### src/rtl/twodo_pkg.sv
// ----------------------------------------------------------------------------
// twodo_pkg
// Shared types, register indexes and fixed-point constants of the odometry
// pose tracker.
// ----------------------------------------------------------------------------
package twodo_pkg;

	// angle argument of the trig unit, half-centidegrees
	localparam int ANG_W = 18;
	// sin/cos results in Q30
	localparam int TRIG_W = 34;
	localparam int CORDIC_STEPS = 30;

	// configuration register indexes
	localparam logic [1:0] REG_WHEEL_RADIUS = 2'd0;
	localparam logic [1:0] REG_FWD_OFFSET = 2'd1;
	localparam logic [1:0] REG_SIDE_OFFSET = 2'd2;

	// request kinds
	localparam logic OP_UPDATE = 1'b0;
	localparam logic OP_SET_POSE = 1'b1;

	// radians per centidegree, Q32 and Q30
	localparam logic [19:0] RAD_PER_CD_Q32 = 20'd749613;
	localparam logic [17:0] RAD_PER_CD_Q30 = 18'd187403;

	// sequencer of the pose update
	typedef enum logic [3:0] {
		ST_IDLE,
		ST_ARC,
		ST_SPLIT,
		ST_TRIG1,
		ST_THETA,
		ST_DIV,
		ST_LOC,
		ST_TRIG2,
		ST_GLB,
		ST_DONE
	} state_t;

	// trig unit sequencer
	typedef enum logic [1:0] {
		CS_IDLE,
		CS_ZLOAD,
		CS_ITER
	} cordic_state_t;

	// trig unit status and results
	typedef struct packed {
		logic busy;
		logic done;
		logic signed [TRIG_W-1:0] sin_v;
		logic signed [TRIG_W-1:0] cos_v;
	} trig_res_t;

	// arctangent of 2^-i, Q30 radians
	function automatic logic [29:0] atan_q30(input logic [4:0] i);
		logic [29:0] v;
		begin
			case (i)
				5'd0: v = 30'd843314857;
				5'd1: v = 30'd497837829;
				5'd2: v = 30'd263043837;
				5'd3: v = 30'd133525159;
				5'd4: v = 30'd67021687;
				5'd5: v = 30'd33543516;
				5'd6: v = 30'd16775851;
				5'd7: v = 30'd8388437;
				5'd8: v = 30'd4194283;
				5'd9: v = 30'd2097149;
				default: v = 30'd1 << (5'd30 - i);
			endcase
			return v;
		end
	endfunction

endpackage

### src/rtl/twodo_div.sv
// ----------------------------------------------------------------------------
// twodo_div
// Restoring divider for the chord-to-arc ratio: quotient of num * 2^30 by den,
// one quotient bit per cycle. The quotient is known to fit in 32 bits.
// ----------------------------------------------------------------------------
module twodo_div
	import twodo_pkg::*;
(
	input  logic        clk,
	input  logic        arst_n,
	input  logic        start,
	input  logic [33:0] num,
	input  logic [31:0] den,
	output logic        done,
	output logic [31:0] quo
);

	logic busy_q;
	logic done_q;
	logic [4:0] cnt_q;
	logic [31:0] rem_q;
	logic [31:0] lo_q;
	logic [31:0] den_q;
	logic [31:0] quo_q;
	logic [32:0] trial;
	logic fits;

	assign trial = {rem_q, lo_q[31]};
	assign fits = (trial >= {1'b0, den_q});

	// control
	always_ff @(posedge clk or negedge arst_n) begin
		if (!arst_n) begin
			busy_q <= 1'b0;
			done_q <= 1'b0;
			cnt_q <= '0;
		end else begin
			done_q <= 1'b0;
			if (start && !busy_q) begin
				busy_q <= 1'b1;
				cnt_q <= '0;
			end else if (busy_q) begin
				cnt_q <= cnt_q + 5'd1;
				if (cnt_q == 5'd31) begin
					busy_q <= 1'b0;
					done_q <= 1'b1;
				end
			end
		end
	end

	// remainder and quotient, the top bits of num * 2^30 preload the remainder
	always_ff @(posedge clk) begin
		if (start && !busy_q) begin
			rem_q <= num[33:2];
			lo_q <= {num[1:0], 30'b0};
			den_q <= den;
		end else if (busy_q) begin
			rem_q <= fits ? 32'(trial - {1'b0, den_q}) : trial[31:0];
			lo_q <= {lo_q[30:0], 1'b0};
			quo_q <= {quo_q[30:0], fits};
		end
	end

	assign done = done_q;
	assign quo = quo_q;

endmodule

### config.mk
export PLATFORM = sky130hd
export DESIGN_NAME = twodo_div
export DESIGN_NICKNAME = d
export VERILOG_FILES = /design/src/rtl/twodo_pkg.sv /design/src/rtl/twodo_div.sv
export SDC_FILE = /design/constraint.sdc
export NUM_CORES = 1
export LEC_CHECK = 0
export ABC_AREA = 1
export CORE_MARGIN = 4
export CORE_UTILIZATION = 40
export DETAILED_ROUTE_END_ITERATION = 7
export DONT_BUFFER_PORTS = 1
export PLACE_DENSITY_LB_ADDON = 0.2
export SKIP_CTS_REPAIR_TIMING = 1
export SYNTH_ARGS = -nofsm -noshare
export SYNTH_HDL_FRONTEND = slang
export SYNTH_SLANG_ARGS = --single-unit
### constraint.sdc
create_clock -name clk -period 5.15 [get_ports clk]
set_input_delay 0.2575 -clock clk [delete_from_list [all_inputs] [get_ports clk]]
set_output_delay 0.2575 -clock clk [all_outputs]
set_load 0.01 [all_outputs]
# After elaboration in Yosys (flattened, before gate mapping)
# Cells that the tools add are included.
[classes]
add_sub_neg = 2
order_cmp = 1
n_eq_ne = 1
muxes = 13
bitwise = 1
n_reduce_logical = 4
[ops]
columns = ["cell", "count"]
rows = [
  ["$mux 32", 5],
  ["$ge 33x32->1", 1],
  ["$sub 32x32->32", 1],
  ["$mux 5", 2],
  ["$mux 1", 6],
  ["$add 5x1->5 const B", 1],
  ["$eq 5x5->1 const B", 1],
  ["$reduce_and 2->1", 1],
  ["$reduce_bool 2->1", 1],
  ["$logic_and 1x1->1", 1],
  ["$logic_not 1->1", 1],
  ["$not 1->1", 1],
]
[totals]
register_bits = 105
inputBits = 69
out_inout_bits = 33

# Depth between registers and ports, before layout
[logic_depth]
word_depth = 4
mapped_depth = 17
depth_no_buf = 16

# Worst setup path after synthesis
# No wires, ideal clock.
[synth_timing]
kind = "register to register"
from = "register busy_q"
to = "register den_q[0], enable pin"
setup_ns = 0.409
t_arrival_ns = 1.871
path_slack_ns = 2.870
stages_incl_launch_ff = 4
synth_period_minus_slack_ns = 2.280
path_cell_list = "dfrtp_1 clkbuf_1 nor2_2 clkbuf_1"
[synth_between]
elab_chain_cells = 2
[synth_rtl]
columns = ["element", "line_no", "rtl"]
rows = [
  ["from (decl)", "twodo_div.sv:18", "logic busy_q;"],
  ["from (signal assigned)", "twodo_div.sv:34", "busy_q <= 1'b0;"],
  ["from (signal assigned)", "twodo_div.sv:40", "busy_q <= 1'b1;"],
  ["from (signal assigned)", "twodo_div.sv:45", "busy_q <= 1'b0;"],
  ["$logic_not 1->1", "twodo_div.sv:54", "if (start && !busy_q) begin"],
  ["$logic_and 1x1->1", "twodo_div.sv:54", ""],
  ["to (signal assigned)", "twodo_div.sv:57", "den_q <= den;"],
  ["to (decl)", "twodo_div.sv:23", "logic [31:0] den_q;"],
]
# Every way passes these cells.
# A chain may end at the register's enable or synchronous reset.

# Worst setup path in the final report
[layout_timing]
from = "register rem_q[17]"
to = "register rem_q[20] (data pin)"
[layout_between]
elab_chain_cells = 4
word_cells_on_any_way = 5
[layout_rtl]
columns = ["element", "line_no", "rtl"]
rows = [
  ["from (decl)", "twodo_div.sv:21", "logic [31:0] rem_q;"],
  ["from (signal assigned)", "twodo_div.sv:55", "rem_q <= num[33:2];"],
  ["from (signal assigned)", "twodo_div.sv:59", "rem_q <= fits ? 32'(trial - {1'b0, den_q}) : trial[31:0];"],
  ["$sub 32x32->32 / $ge 33x32->1 (equally long branches)", "twodo_div.sv:59, twodo_div.sv:29", ""],
  ["$mux 32 *", "twodo_div.sv:59", ""],
  ["$mux 32 *", "twodo_div.sv:58", "end else if (busy_q) begin"],
  ["$mux 32 *", "twodo_div.sv:54", ""],
]
# Mark *: on every way between the ends. The rest lies on a longest branch, timed or not. The select of a mux whose other input is x is not followed.

==> out/summary.md <==
### Power and ir drop
• **largest voltage drop on the vdd net** 0.2605 mV
• **portion of total power attributed to combinational logic** 50.9%
• **internal power** 0.002618 W
• **fraction of power consumed by sequential logic** 34.3%
• **power spent charging and discharging nets** 0.002170 W
• **switching share of power** 45.32%
• **total power density per cell area** 617.3 mW/mm^2
• **Leak Pwr** 3.789 nW
• **portion of total power attributed to the clock network** 14.8%

### STA
• **Relative slew margins** 42.46%
• **TNS Setup** 0 ns
• **transition time of the tightest slew-check pin** 0.8578 ns
• **final period demand of the worst path** 2.711 ns
• **Layout Skew** 0.01395 ns
• **share of the clock period used by the worst path after layout** 52.63%
• **RSZ-0062 raised after global routing** false
• **setup violation total in the final timing report** 0
• **endpoints failing hold** 0
• **max-slew violation count** 0
• **min setup slack post-route** 2.439 ns
• **maximum clock frequency** 368.9 MHz

### Drt
• **Initial DRT Pass Iterations** 5
• **antenna-violating nets left** 0
• **vias post-DR** 5482
• **initial drt markers** 358
• **wire per inst** 15.50 um
• **Routed WL** 17660 um
• **number of DRC violations after detailed routing** 0
• **drt via density** 4.813

### Floorplanning
• **Die X** 139.4 um
• **area of the die** 0.01944 mm^2
• **Top Ports** 102
• **starting density of the core** 41.22%
• **Die Y** 139.4 um
• **standard cell core area** 0.01676 mm^2
• **placement row count** 47

### CTS
• **H-Tree Level Count** 3
• **worst skew pair latency** 0.36 ns
• **CTS tree** built
• **Clock Sink Count** 105
• **deepest clock path buffer count** 2
• **number of CTS-inserted buffers** 9
• **clk root buf** clkbuf_16
• **Clk pin slew, worst setup/hold paths** 0.08 ns

### Cells and area
• **final net count** 1018
• **multi-input logic area** 0.003053 mm^2
• **area occupied by registers** 0.003118 mm^2
• **n_diodes** 0
• **fraction of final layout cells with drive strength greater than 1** 6.529%
• **Area Growth Syn to Fin** 12.26%
• **count of filler cells inserted in the layout** 1720
• **final instance area** 0.007756 mm^2

### Logic synthesis
• **Net Count, Synth** 987
• **most used flip-flop cell after synthesis** edfxtp_1
• **Synth Area per Inst** 7.825 um^2
• **post-synthesis async set-or-reset flop share** 6.667%
• **Distinct cells, synth** 37
• **synthesized cell area** 0.006909 mm^2
• **number of warnings printed during yosys synthesis** 0
• **number of cells produced by synthesis** 883
• **share of the yosys chip area belonging to registers** 45.13%
• **flop and latch count out of synthesis** 105
• **EDFF count, synth** 98

### Worst hold path
• **Hold Crit Start** num[31]
• **Hold Path Class** primary input to register

### Global route
• **Remaining Overflow, GRT** 0
• **initial antenna violation count** 0
• **largest net degree at the start of global routing** 66
• **number of global-route vias before repair** 5372
• **first-pass GRT wire length** 28470 um
• **Tot GR Track Use** 18.42%

### Critical path
• **WP data required** 5.38 ns
• **CP max FO** 33
• **launch instance of the worst register-to-register path** rem_q[17]
• **startpoint class of the critical path** register
• **endpoint arrival time on the critical path** 2.94 ns
• **crit path launch** rem_q[17]
• **endpoint type of the worst setup path** register
• **Worst Path Class, Setup** register to register

### Run status
• **result of the run** finished clean

### Placement
• **placer's final routability congestion estimate** 0.9537
• **Port Buffer Count** 0
• **dpl ws** 2.455 ns
• **half-perimeter wire length after placement** 13240 um
• **Cell Area, Placed** 0.007107 mm^2

### Run
• **number of maximum-capacitance violations** 0

## critical path, cell delays in order, from the launching register on
cell and delay (ns):
edfxtp_1 0.46, ha_1 0.41, nand2_1 0.10, nand2_1 0.07, nand2_1 0.06, nand2_1 0.09
a21oi_4 0.18, nor2_4 0.06, nor2_8 0.52, nand2_8 0.26, nand2_1 0.16, nand3_1 0.09
nand2_1 0.08
## sequential cells by signal, indices dropped and copies added (netlist names)
register and cells:
busy_q 1, cnt_q 5, den_q 32, done 1, lo_q 2, quo 32
rem_q 32
## logic make-up (layout without fill, tap and decap cells)
kind of cell / Yosys count / after routing / share of synthesized area [%]
adders and majority gates: 35 / 35 / 6.447
and+or+nand+nor: 514 / 514 / 33.19
DFF: 105 / 105 / 45.13
buffers and inverters: 185 / 221 / 10.76
AOI/OAI and AO/OA: 30 / 30 / 2.698
xor gates and xnor gates: 14 / 14 / 1.775
## synthesized netlist by cell type (2+ instances only)
cell        n  area share (%)
nand2_1   333              18
inv_1     158             8.6
edfxtp_1   98              43
nand3_1    63             4.6
nor2_1     44             2.4
ha_1       34             6.2
nand3b_1   27             2.9
a21oi_1    17             1.2
xnor2_1    14             1.8
nand4_1    11             1.0
nand2_2    10            0.91
dfrtp_1     7             2.5
inv_2       7            0.38
nor2_2      7            0.63
buf_2       6            0.43
nand3_2     6            0.87
buf_6       5            0.81
clkbuf_1    5            0.27
o21ai_0     4            0.29
clkinv_1    3            0.16
a21oi_2     2            0.25
a22o_1      2            0.25
and2_1      2            0.18
nor2_4      2            0.33
nor3_1      2            0.14
o21a_1      2            0.22
o21bai_1    2            0.22
## path summary, 6_finish.rpt
| path | cells after the start | to | slack [ns] |
|---|---|---|---|
| hold / removal | 2 | rem_q[29] | 0.07 |
| min in group asynchronous | 1 | done | 0.22 |
| hold reg to reg | 1 | cnt_q[3] | 0.50 |
| max in group asynchronous | 1 | cnt_q[3] | 4.68 |
| setup / recovery | 12 | rem_q[20] | 2.44 |
| setup reg to reg | 12 | rem_q[20] | 2.44 |
## power groups by stage
stage	logic, W	clock network, W	registers, W
2_1_floorplan	0.00190	0	0.00159
3_3_place_gp	0.00239	0	0.00165
3_5_place_dp	0.00242	0	0.00166
4_1_cts	0.00243	0.000735	0.00165
5_1_grt	0.00282	0.000777	0.00168
6_report	0.00244	0.000710	0.00164
## metal layers
layer	routed length (um)	global-route usage, %	share of wire (%)
met1	8975	27.03	51
met4	224	4.840	1.3
met2	7661	27.86	43
met3	797	3.705	4.5
met5	0	0	0
## cell usage in the layout, fill, tap and decap left out, drive strengths merged, types with 7 or more instances in the layout
| cell type | instances |
|---|---|
| edfxtp | 98 |
| clkbuf | 9 |
| dfrtp | 7 |
| nand3 | 69 |
| a21oi | 20 |
| clkinv | 9 |
| inv | 166 |
| nand4 | 11 |
| ha | 34 |
| nand2 | 345 |
| xnor2 | 14 |
| nand3b | 27 |
| nor2 | 54 |
| dlygate4sd3 | 33 |
## layout make-up
class	instances	share of cell area [%]
sequential	105	40.20
multi-input combinational	593	39.36
inverter	168	8.130
timing repair buffer	37	4.646
tap	220	3.549
clock buffer	9	2.904
clock inverter	7	1.210
## per-stage QoR
stage               hold WS (ns)  cells  power [W]  util (%)
floorplan               -0.03809    883   0.003499         -
global placement        -0.03783   1090   0.004046     42.40
detailed placement      -0.03789   1090   0.004082     42.40
CTS                      -0.4367   1106   0.004811     44.31
global route             0.07039   1139   0.005278     46.28
finish                   0.07364   1139   0.004788     46.28
Note: power is estimated with default switching activity, not from simulation.
