$ cat src/rtl/twodo_pkg.sv
// ----------------------------------------------------------------------------
// twodo_pkg
// Shared types, register indexes and fixed-point constants of the odometry
// pose tracker.
// ----------------------------------------------------------------------------
package twodo_pkg;

	// angle argument of the trig unit, half-centidegrees
	localparam int ANG_W = 18;
	// sin/cos results in Q30
	localparam int TRIG_W = 34;
	localparam int CORDIC_STEPS = 30;

	// configuration register indexes
	localparam logic [1:0] REG_WHEEL_RADIUS = 2'd0;
	localparam logic [1:0] REG_FWD_OFFSET = 2'd1;
	localparam logic [1:0] REG_SIDE_OFFSET = 2'd2;

	// request kinds
	localparam logic OP_UPDATE = 1'b0;
	localparam logic OP_SET_POSE = 1'b1;

	// radians per centidegree, Q32 and Q30
	localparam logic [19:0] RAD_PER_CD_Q32 = 20'd749613;
	localparam logic [17:0] RAD_PER_CD_Q30 = 18'd187403;

	// sequencer of the pose update
	typedef enum logic [3:0] {
		ST_IDLE,
		ST_ARC,
		ST_SPLIT,
		ST_TRIG1,
		ST_THETA,
		ST_DIV,
		ST_LOC,
		ST_TRIG2,
		ST_GLB,
		ST_DONE
	} state_t;

	// trig unit sequencer
	typedef enum logic [1:0] {
		CS_IDLE,
		CS_ZLOAD,
		CS_ITER
	} cordic_state_t;

	// trig unit status and results
	typedef struct packed {
		logic busy;
		logic done;
		logic signed [TRIG_W-1:0] sin_v;
		logic signed [TRIG_W-1:0] cos_v;
	} trig_res_t;

	// arctangent of 2^-i, Q30 radians
	function automatic logic [29:0] atan_q30(input logic [4:0] i);
		logic [29:0] v;
		begin
			case (i)
				5'd0: v = 30'd843314857;
				5'd1: v = 30'd497837829;
				5'd2: v = 30'd263043837;
				5'd3: v = 30'd133525159;
				5'd4: v = 30'd67021687;
				5'd5: v = 30'd33543516;
				5'd6: v = 30'd16775851;
				5'd7: v = 30'd8388437;
				5'd8: v = 30'd4194283;
				5'd9: v = 30'd2097149;
				default: v = 30'd1 << (5'd30 - i);
			endcase
			return v;
		end
	endfunction

endpackage

$ cat src/rtl/twodo_cordic.sv
// ----------------------------------------------------------------------------
// twodo_cordic
// Iterative rotation-mode trig unit: sin and cos in Q30 of an angle given in
// half-centidegrees, one micro-rotation per cycle.
// ----------------------------------------------------------------------------
module twodo_cordic
	import twodo_pkg::*;
(
	input  logic                    clk,
	input  logic                    arst_n,
	input  logic                    start,
	input  logic signed [ANG_W-1:0] angle,
	output trig_res_t               res
);

	localparam logic signed [18:0] TURN = 19'sd72000;
	localparam logic signed [18:0] HALF = 19'sd36000;
	localparam logic signed [18:0] QUARTER = 19'sd18000;
	localparam logic signed [19:0] Z_SCALE = 20'sd374807;
	localparam logic signed [TRIG_W-1:0] GAIN = 34'sd652032874;

	cordic_state_t state_q, state_d;
	logic [4:0] step_q;
	logic done_q;
	logic neg_q;
	logic signed [15:0] a_q;
	logic signed [33:0] z_q;
	logic signed [TRIG_W-1:0] x_q, y_q;

	logic signed [18:0] a0, a1, a2, a3;
	logic neg_d;
	logic signed [35:0] z_prod;
	logic signed [TRIG_W-1:0] x_sh, y_sh;
	logic signed [33:0] atan_v;

	// fold the angle into the range of plus or minus a quarter turn
	always_comb begin
		a0 = 19'(angle);
		if (a0 < 19'sd0)
			a1 = a0 + TURN;
		else if (a0 >= TURN)
			a1 = a0 - TURN;
		else
			a1 = a0;
		a2 = (a1 >= HALF) ? a1 - TURN : a1;
		neg_d = 1'b0;
		a3 = a2;
		if (a2 > QUARTER) begin
			a3 = a2 - HALF;
			neg_d = 1'b1;
		end else if (a2 < -QUARTER) begin
			a3 = a2 + HALF;
			neg_d = 1'b1;
		end
	end

	assign z_prod = 36'(a_q) * 36'(Z_SCALE);
	assign x_sh = x_q >>> step_q;
	assign y_sh = y_q >>> step_q;
	assign atan_v = $signed({4'b0, atan_q30(step_q)});

	// state register
	always_ff @(posedge clk or negedge arst_n) begin
		if (!arst_n) begin
			state_q <= CS_IDLE;
		end else begin
			state_q <= state_d;
		end
	end

	// next state
	always_comb begin
		state_d = state_q;
		unique case (state_q)
			CS_IDLE: begin
				if (start)
					state_d = CS_ZLOAD;
			end
			CS_ZLOAD: begin
				state_d = CS_ITER;
			end
			CS_ITER: begin
				if (step_q == 5'(CORDIC_STEPS - 1))
					state_d = CS_IDLE;
			end
			default: state_d = CS_IDLE;
		endcase
	end

	// done flag and step counter
	always_ff @(posedge clk or negedge arst_n) begin
		if (!arst_n) begin
			done_q <= 1'b0;
			step_q <= '0;
		end else begin
			done_q <= (state_q == CS_ITER) && (step_q == 5'(CORDIC_STEPS - 1));
			if (state_q == CS_ITER)
				step_q <= step_q + 5'd1;
			else
				step_q <= '0;
		end
	end

	// angle, rotation vector and residual angle
	always_ff @(posedge clk) begin
		unique case (state_q)
			CS_IDLE: begin
				if (start) begin
					a_q <= a3[15:0];
					neg_q <= neg_d;
				end
			end
			CS_ZLOAD: begin
				z_q <= z_prod[35:2];
				x_q <= GAIN;
				y_q <= '0;
			end
			CS_ITER: begin
				if (!z_q[33]) begin
					x_q <= x_q - y_sh;
					y_q <= y_q + x_sh;
					z_q <= z_q - atan_v;
				end else begin
					x_q <= x_q + y_sh;
					y_q <= y_q - x_sh;
					z_q <= z_q + atan_v;
				end
			end
			default: ;
		endcase
	end

	assign res.busy = (state_q != CS_IDLE);
	assign res.done = done_q;
	assign res.sin_v = neg_q ? -y_q : y_q;
	assign res.cos_v = neg_q ? -x_q : x_q;

endmodule

$ cat config.mk
export PLATFORM = sky130hd
export DESIGN_NAME = twodo_cordic
export DESIGN_NICKNAME = d
export VERILOG_FILES = /design/src/rtl/twodo_pkg.sv /design/src/rtl/twodo_cordic.sv
export SDC_FILE = /design/constraint.sdc
export NUM_CORES = 1
export LEC_CHECK = 0
export ABC_AREA = 1
export BUFFER_PORTS_ARGS = -buffer_cell sky130_fd_sc_hd__buf_2
export CORE_MARGIN = 4
export CORE_UTILIZATION = 35
export CTS_BUF_LIST = sky130_fd_sc_hd__clkbuf_4 sky130_fd_sc_hd__clkbuf_8
export DETAILED_ROUTE_END_ITERATION = 8
export SKIP_CTS_REPAIR_TIMING = 1
export SLEW_MARGIN = 10
export SYNTH_ARGS = -nofsm -noshare
export SYNTH_HDL_FRONTEND = slang
export SYNTH_SLANG_ARGS = --single-unit
$ cat constraint.sdc
create_clock -name clk -period 9.3 [get_ports clk]
set_input_delay 1.86 -clock clk [delete_from_list [all_inputs] [get_ports clk]]
set_output_delay 1.86 -clock clk [all_outputs]
set_load 0.02 [all_outputs]
== After elaboration in Yosys (flattened, before gate mapping) ==
Index checks and enable logic that the tools add are counted.

* Register bits after elaboration: 127
* Bits of input ports: 21
* Output and inout bits: 70
* Logic and storage cells: 72

* Add/subtract/negate cells: 15
* $mul: 1
* Magnitude comparators: 5
* Eq/ne operators: 14
* Shift-type cells: 3
* Muxes and demuxes: 19
* Reductions and logical operators: 7

{| class="wikitable"
|+ Operators by type and width
! operator !! number
|-
| $pmux 30 s10 || 1
|-
| $pmux 34 s2 || 3
|-
| $mux 34 || 5
|-
| $add 34x34->34 || 2
|-
| $neg 34->34 || 2
|-
| $sshr 34x5->34 || 2
|-
| $sub 34x34->34 || 2
|-
| $mux 19 || 3
|-
| $mul 16x20->36 const B || 1
|-
| $add 34x31->34 || 1
|-
| $sub 34x31->34 || 1
|-
| $mux 16 || 2
|-
| $shl 1x5->30 const A || 1
|-
| $eq 5x3->1 const B || 4
|-
| $add 18x18->19 const B || 1
|-
| $ge 19x17->1 const B || 1
|-
| $gt 19x16->1 const B || 1
|-
| $lt 19x16->1 const B || 1
|-
| $sub 18x18->19 const B || 1
|-
| $sub 19x18->19 const B || 1
|-
| $ge 18x18->1 const B || 1
|-
| $lt 18x1->1 const B || 1
|-
| $add 16x16->16 const B || 1
|-
| $sub 16x16->16 const B || 1
|-
| other kinds (18) || 24
|}

== Logic depth before layout (Yosys ltp) ==
* Depth after elaboration: 8
* Depth in mapped cells: 43
* Depth with buffers taken out: 39

== Least setup slack after synthesis ==
Ideal clock, no wire load.

* Path type: reg-to-reg
* Start: register step_q[1]
* End: register z_q[29], data pin
* Library setup time: 0.258 ns
* Arrival: 5.114 ns
* Required time: 9.042 ns
* Path slack: 3.928 ns
* Cell stages (with the launch flop): 42
* Buffers on the path: 4
* Period minus slack after synthesis: 5.372 ns
* Cell sequence: dfrtp_1 > buf_2 > inv_1 > buf_4 > buf_2 > buf_2 > ha_1 > inv_1 > nor2_1 > inv_1 > nor2_1 > nor2_1 > inv_1 > nor2_1 > o21ai_1 > inv_1 > ha_1 > nand2_1 > (+6 left out) > ha_1 > nand2_1 > nor3_1 > nand4_1 > o21bai_1 > nand3_1 > nand2_1 > a21boi_0 > o21ai_0 > nand2_1 > nand2_1 > nand2_1 > nand2_1 > nand3_1 > nand2_1 > a21oi_1 > o21ai_0 > nand2_1

* Word-level cells in the longest chain between the ends: 6
* Elaborated cells between the ends (all ways): 17

{| class="wikitable"
|+ Ends and longest elaborated chain
! element !! line !! RTL
|-
| from (decl) || twodo_cordic.sv:23 || <nowiki>logic [4:0] step_q;</nowiki>
|-
| from (signal assigned) || twodo_cordic.sv:98 || <nowiki>step_q <= step_q + 5'd1;</nowiki>
|-
| $sub 5x5->5 || twodo_pkg.sv:71 || <nowiki>default: v = 30'd1 << (5'd30 - i);</nowiki>
|-
| $shl 1x5->30 || twodo_pkg.sv:71 ||
|-
| $pmux 30 s10 * || twodo_pkg.sv:60 || <nowiki>case (i)</nowiki>
|-
| $sub 34x31->34 / $add 34x31->34 (equally long branches) || twodo_cordic.sv:122, twodo_cordic.sv:126 ||
|-
| $mux 34 * || twodo_cordic.sv:119 || <nowiki>if (!z_q[33]) begin</nowiki>
|-
| $pmux 34 s2 * || twodo_cordic.sv:106 || <nowiki>unique case (state_q)</nowiki>
|-
| to (signal assigned) || twodo_cordic.sv:114 || <nowiki>z_q <= z_prod[35:2];</nowiki>
|-
| to (signal assigned) || twodo_cordic.sv:122 || <nowiki>z_q <= z_q - atan_v;</nowiki>
|-
| to (signal assigned) || twodo_cordic.sv:126 || <nowiki>z_q <= z_q + atan_v;</nowiki>
|-
| to (decl) || twodo_cordic.sv:27 || <nowiki>logic signed [33:0] z_q;</nowiki>
|}

Mark *: on every way between the ends. The rest lies on a longest branch, timed or not.
A chain may end at the register's enable or synchronous reset.

== Worst setup path in the final report ==
* Start: register step_q[0]
* End: register z_q[29], data pin

The elaborated chain is that of the path after synthesis.

==> reports/results.ini <==
[yosys]
synth_edf_count = 119
avgSynthCellArea_um2 = 6.58
ys_warn_count = 0
synth.cell_area_mm2 = 0.0249
synthFlopType = edfxtp_1
synthesis.nets = 4160
seq_area_frac_synth = 0.152
ys_types = 61
synthCells = 3779
synth_async_sr_flop_share = 0.0630
synth_seq_cells = 127

[clock_network]
htree_levels = 4
clk_latency_ns = 0.55
clk_pin_slew_worst_paths_ns = 0.09
cts.sinks = 127
cts_buffers = 17
cts_max_path_buffers = 2
cts_root_buf = clkbuf_8
cts_tree = yes

[timing]
relSlewSlack = 0.265
period_needed_ns = 7.11
finalSetupViolCount = 0
clock-skew-final_ns = 0.0177
drv_slew = 0
rsz0062_at_grt = false
max_freq_ghz = 0.141
final.period_utilization = 0.764
fin_tns_setup_ns = 0
hold_viol = 0
tightest_slew_ns = 1.10

[floorplan]
die_w_um = 274
core_mm2 = 0.0701
dieArea_mm2 = 0.0753
std_cell_rows = 97
die_y_um = 274
pin_count = 91
start_util = 0.354

[setup_path]
worstPathArrival_ns = 7.40
cp-end-kind = register
crit_type = reg -> reg
critPathLaunchType = register
rrSetupSlack_ns = 2.19
cp.required_ns = 9.59
critPathTopFamily = simple AND/OR/NAND/NOR gates
path_common_cell = nand2_1
slowest_delay_ns = 1.14
cp_num_buf_inv = 4
cp_max_fo = 119
reg2reg_from = step_q[0]$_DFF_PN0_
cp-startpoint = step_q[0]$_DFF_PN0_
cpMaxStageDelayCell = dfrtp_4

[routing]
via_count = 24165
drt_iter0_markers = 1658
via_per_inst = 5.09
drtPass1Iterations = 5
wl_per_cell_um = 15.9
drc = 0
drt_wl_total_um = 75400
ant_nets = 0

[run_status]
outcome = completed

[worst_hold_path]
hold_class = reg -> reg
min_from = z_q[0]$_DFFE_PP_

[placement]
dp_hpwl_um = 61300
place_congestion = 0.961
portBuffers = 90

[layout]
mostFrequentLayoutCells = 839 x nand2_1, 576 x inv_1, 351 x o21ai_0
mostFrequentLayoutCell = nand2_1
layout-drive-gt1-share = 0.0563
final_nets = 4172
fill_cells = 7729
area_growth_pct = 6.46

[grt]
grt_max_degree = 120
grt_pass1_vias = 23174
grt_usage = 0.199
antenna_found_initial = 1
grt_pass1_wl_um = 121000
overflow = 0

[flow_run]
drv_cap = 0

-- synth_stat cells, types with 33 or more instances --
cell type,number,area [um^2]
a21oi_1,314,1570
a31oi_1,33,206
clkbuf_1,51,191
edfxtp_1,119,3570
fa_1,92,1840
ha_1,268,3350
inv_1,578,2170
mux2i_1,38,380
nand2_1,839,3150
nand3_1,144,721
nor2_1,345,1290
nor3_1,42,210
o21a_1,42,315
o21ai_0,351,1760
xnor2_1,39,342
xor2_1,152,1330
-- routing by layer --
| layer | track usage | up-vias | part of all wire |
|---|---|---|---|
| met5 | 0 | - | 0 |
| met4 | 0.0859 | 0 | 0.043 |
| met3 | 0.0197 | 116 | 0.034 |
| met2 | 0.348 | 527 | 0.48 |
| met1 | 0.250 | 11005 | 0.44 |
| li1 | - | 12517 | - |
-- area by class of cell --
type,instances,area (um^2),area share
Antenna cell,1,2.50,0.0000946
Clock buffer,18,241,0.00913
Clock inverter,12,145,0.00549
Inverter,586,2200,0.0832
Multi-Input combinational cell,2954,18400,0.694
Sequential cell,127,3780,0.143
Tap cell,940,1180,0.0445
Timing Repair Buffer,105,563,0.0213
-- through the flow --
stage / instance area (um^2) / hold WS (ns) / util / instances / setup WS [ns]
floorplan: 24900 / 0.543 / - / 3779 / 3.93
global placement: 26100 / 0.645 / 0.372 / 4712 / 2.39
detailed placement: 26100 / 0.641 / 0.372 / 4712 / 2.24
CTS: 26500 / 0.665 / 0.377 / 4742 / 2.18
global route: 26500 / 0.712 / 0.377 / 4743 / 1.27
finish: 26500 / 0.662 / 0.377 / 4743 / 2.19
-- worst paths after layout --
path / endpoint / depth (start not counted)
setup / recovery: z_q[29]$_DFFE_PP_ / 37
hold / removal: z_q[0]$_DFFE_PP_ / 3
setup reg to reg: z_q[29]$_DFFE_PP_ / 37
hold reg to reg: z_q[0]$_DFFE_PP_ / 3
max in group asynchronous: step_q[0]$_DFF_PN0_ / 1
min in group asynchronous: done_q$_DFF_PN0_ / 1
-- worst min-delay path: cells and delay by family, from the launching register on --
family / cells / cell delay (ns)
simple gates: 2 / 0.10
flops: 1 / 0.34
fa+ha+maj: 1 / 0.13
-- registers in the layout, summed over array words and instances (netlist names) --
register	count
a_q	16
done_q	1
neg_q	1
step_q	5
state_q	2
z_q	34
x_q	34
y_q	34
-- cells by family after synthesis --
logic type                 after synthesis  synth area share
adders and majority gates              360             0.209
and+or+nand+nor                       1502             0.253
xor gates and xnor gates               191            0.0673
muxes                                   39            0.0158
AOI/OAI and AO/OA                      862             0.192
buffers and inverters                  698             0.111
DFF                                    127             0.152
Power is not shown: default switching activity piles up to over one toggle a cycle in this logic, so the estimate is an artifact.
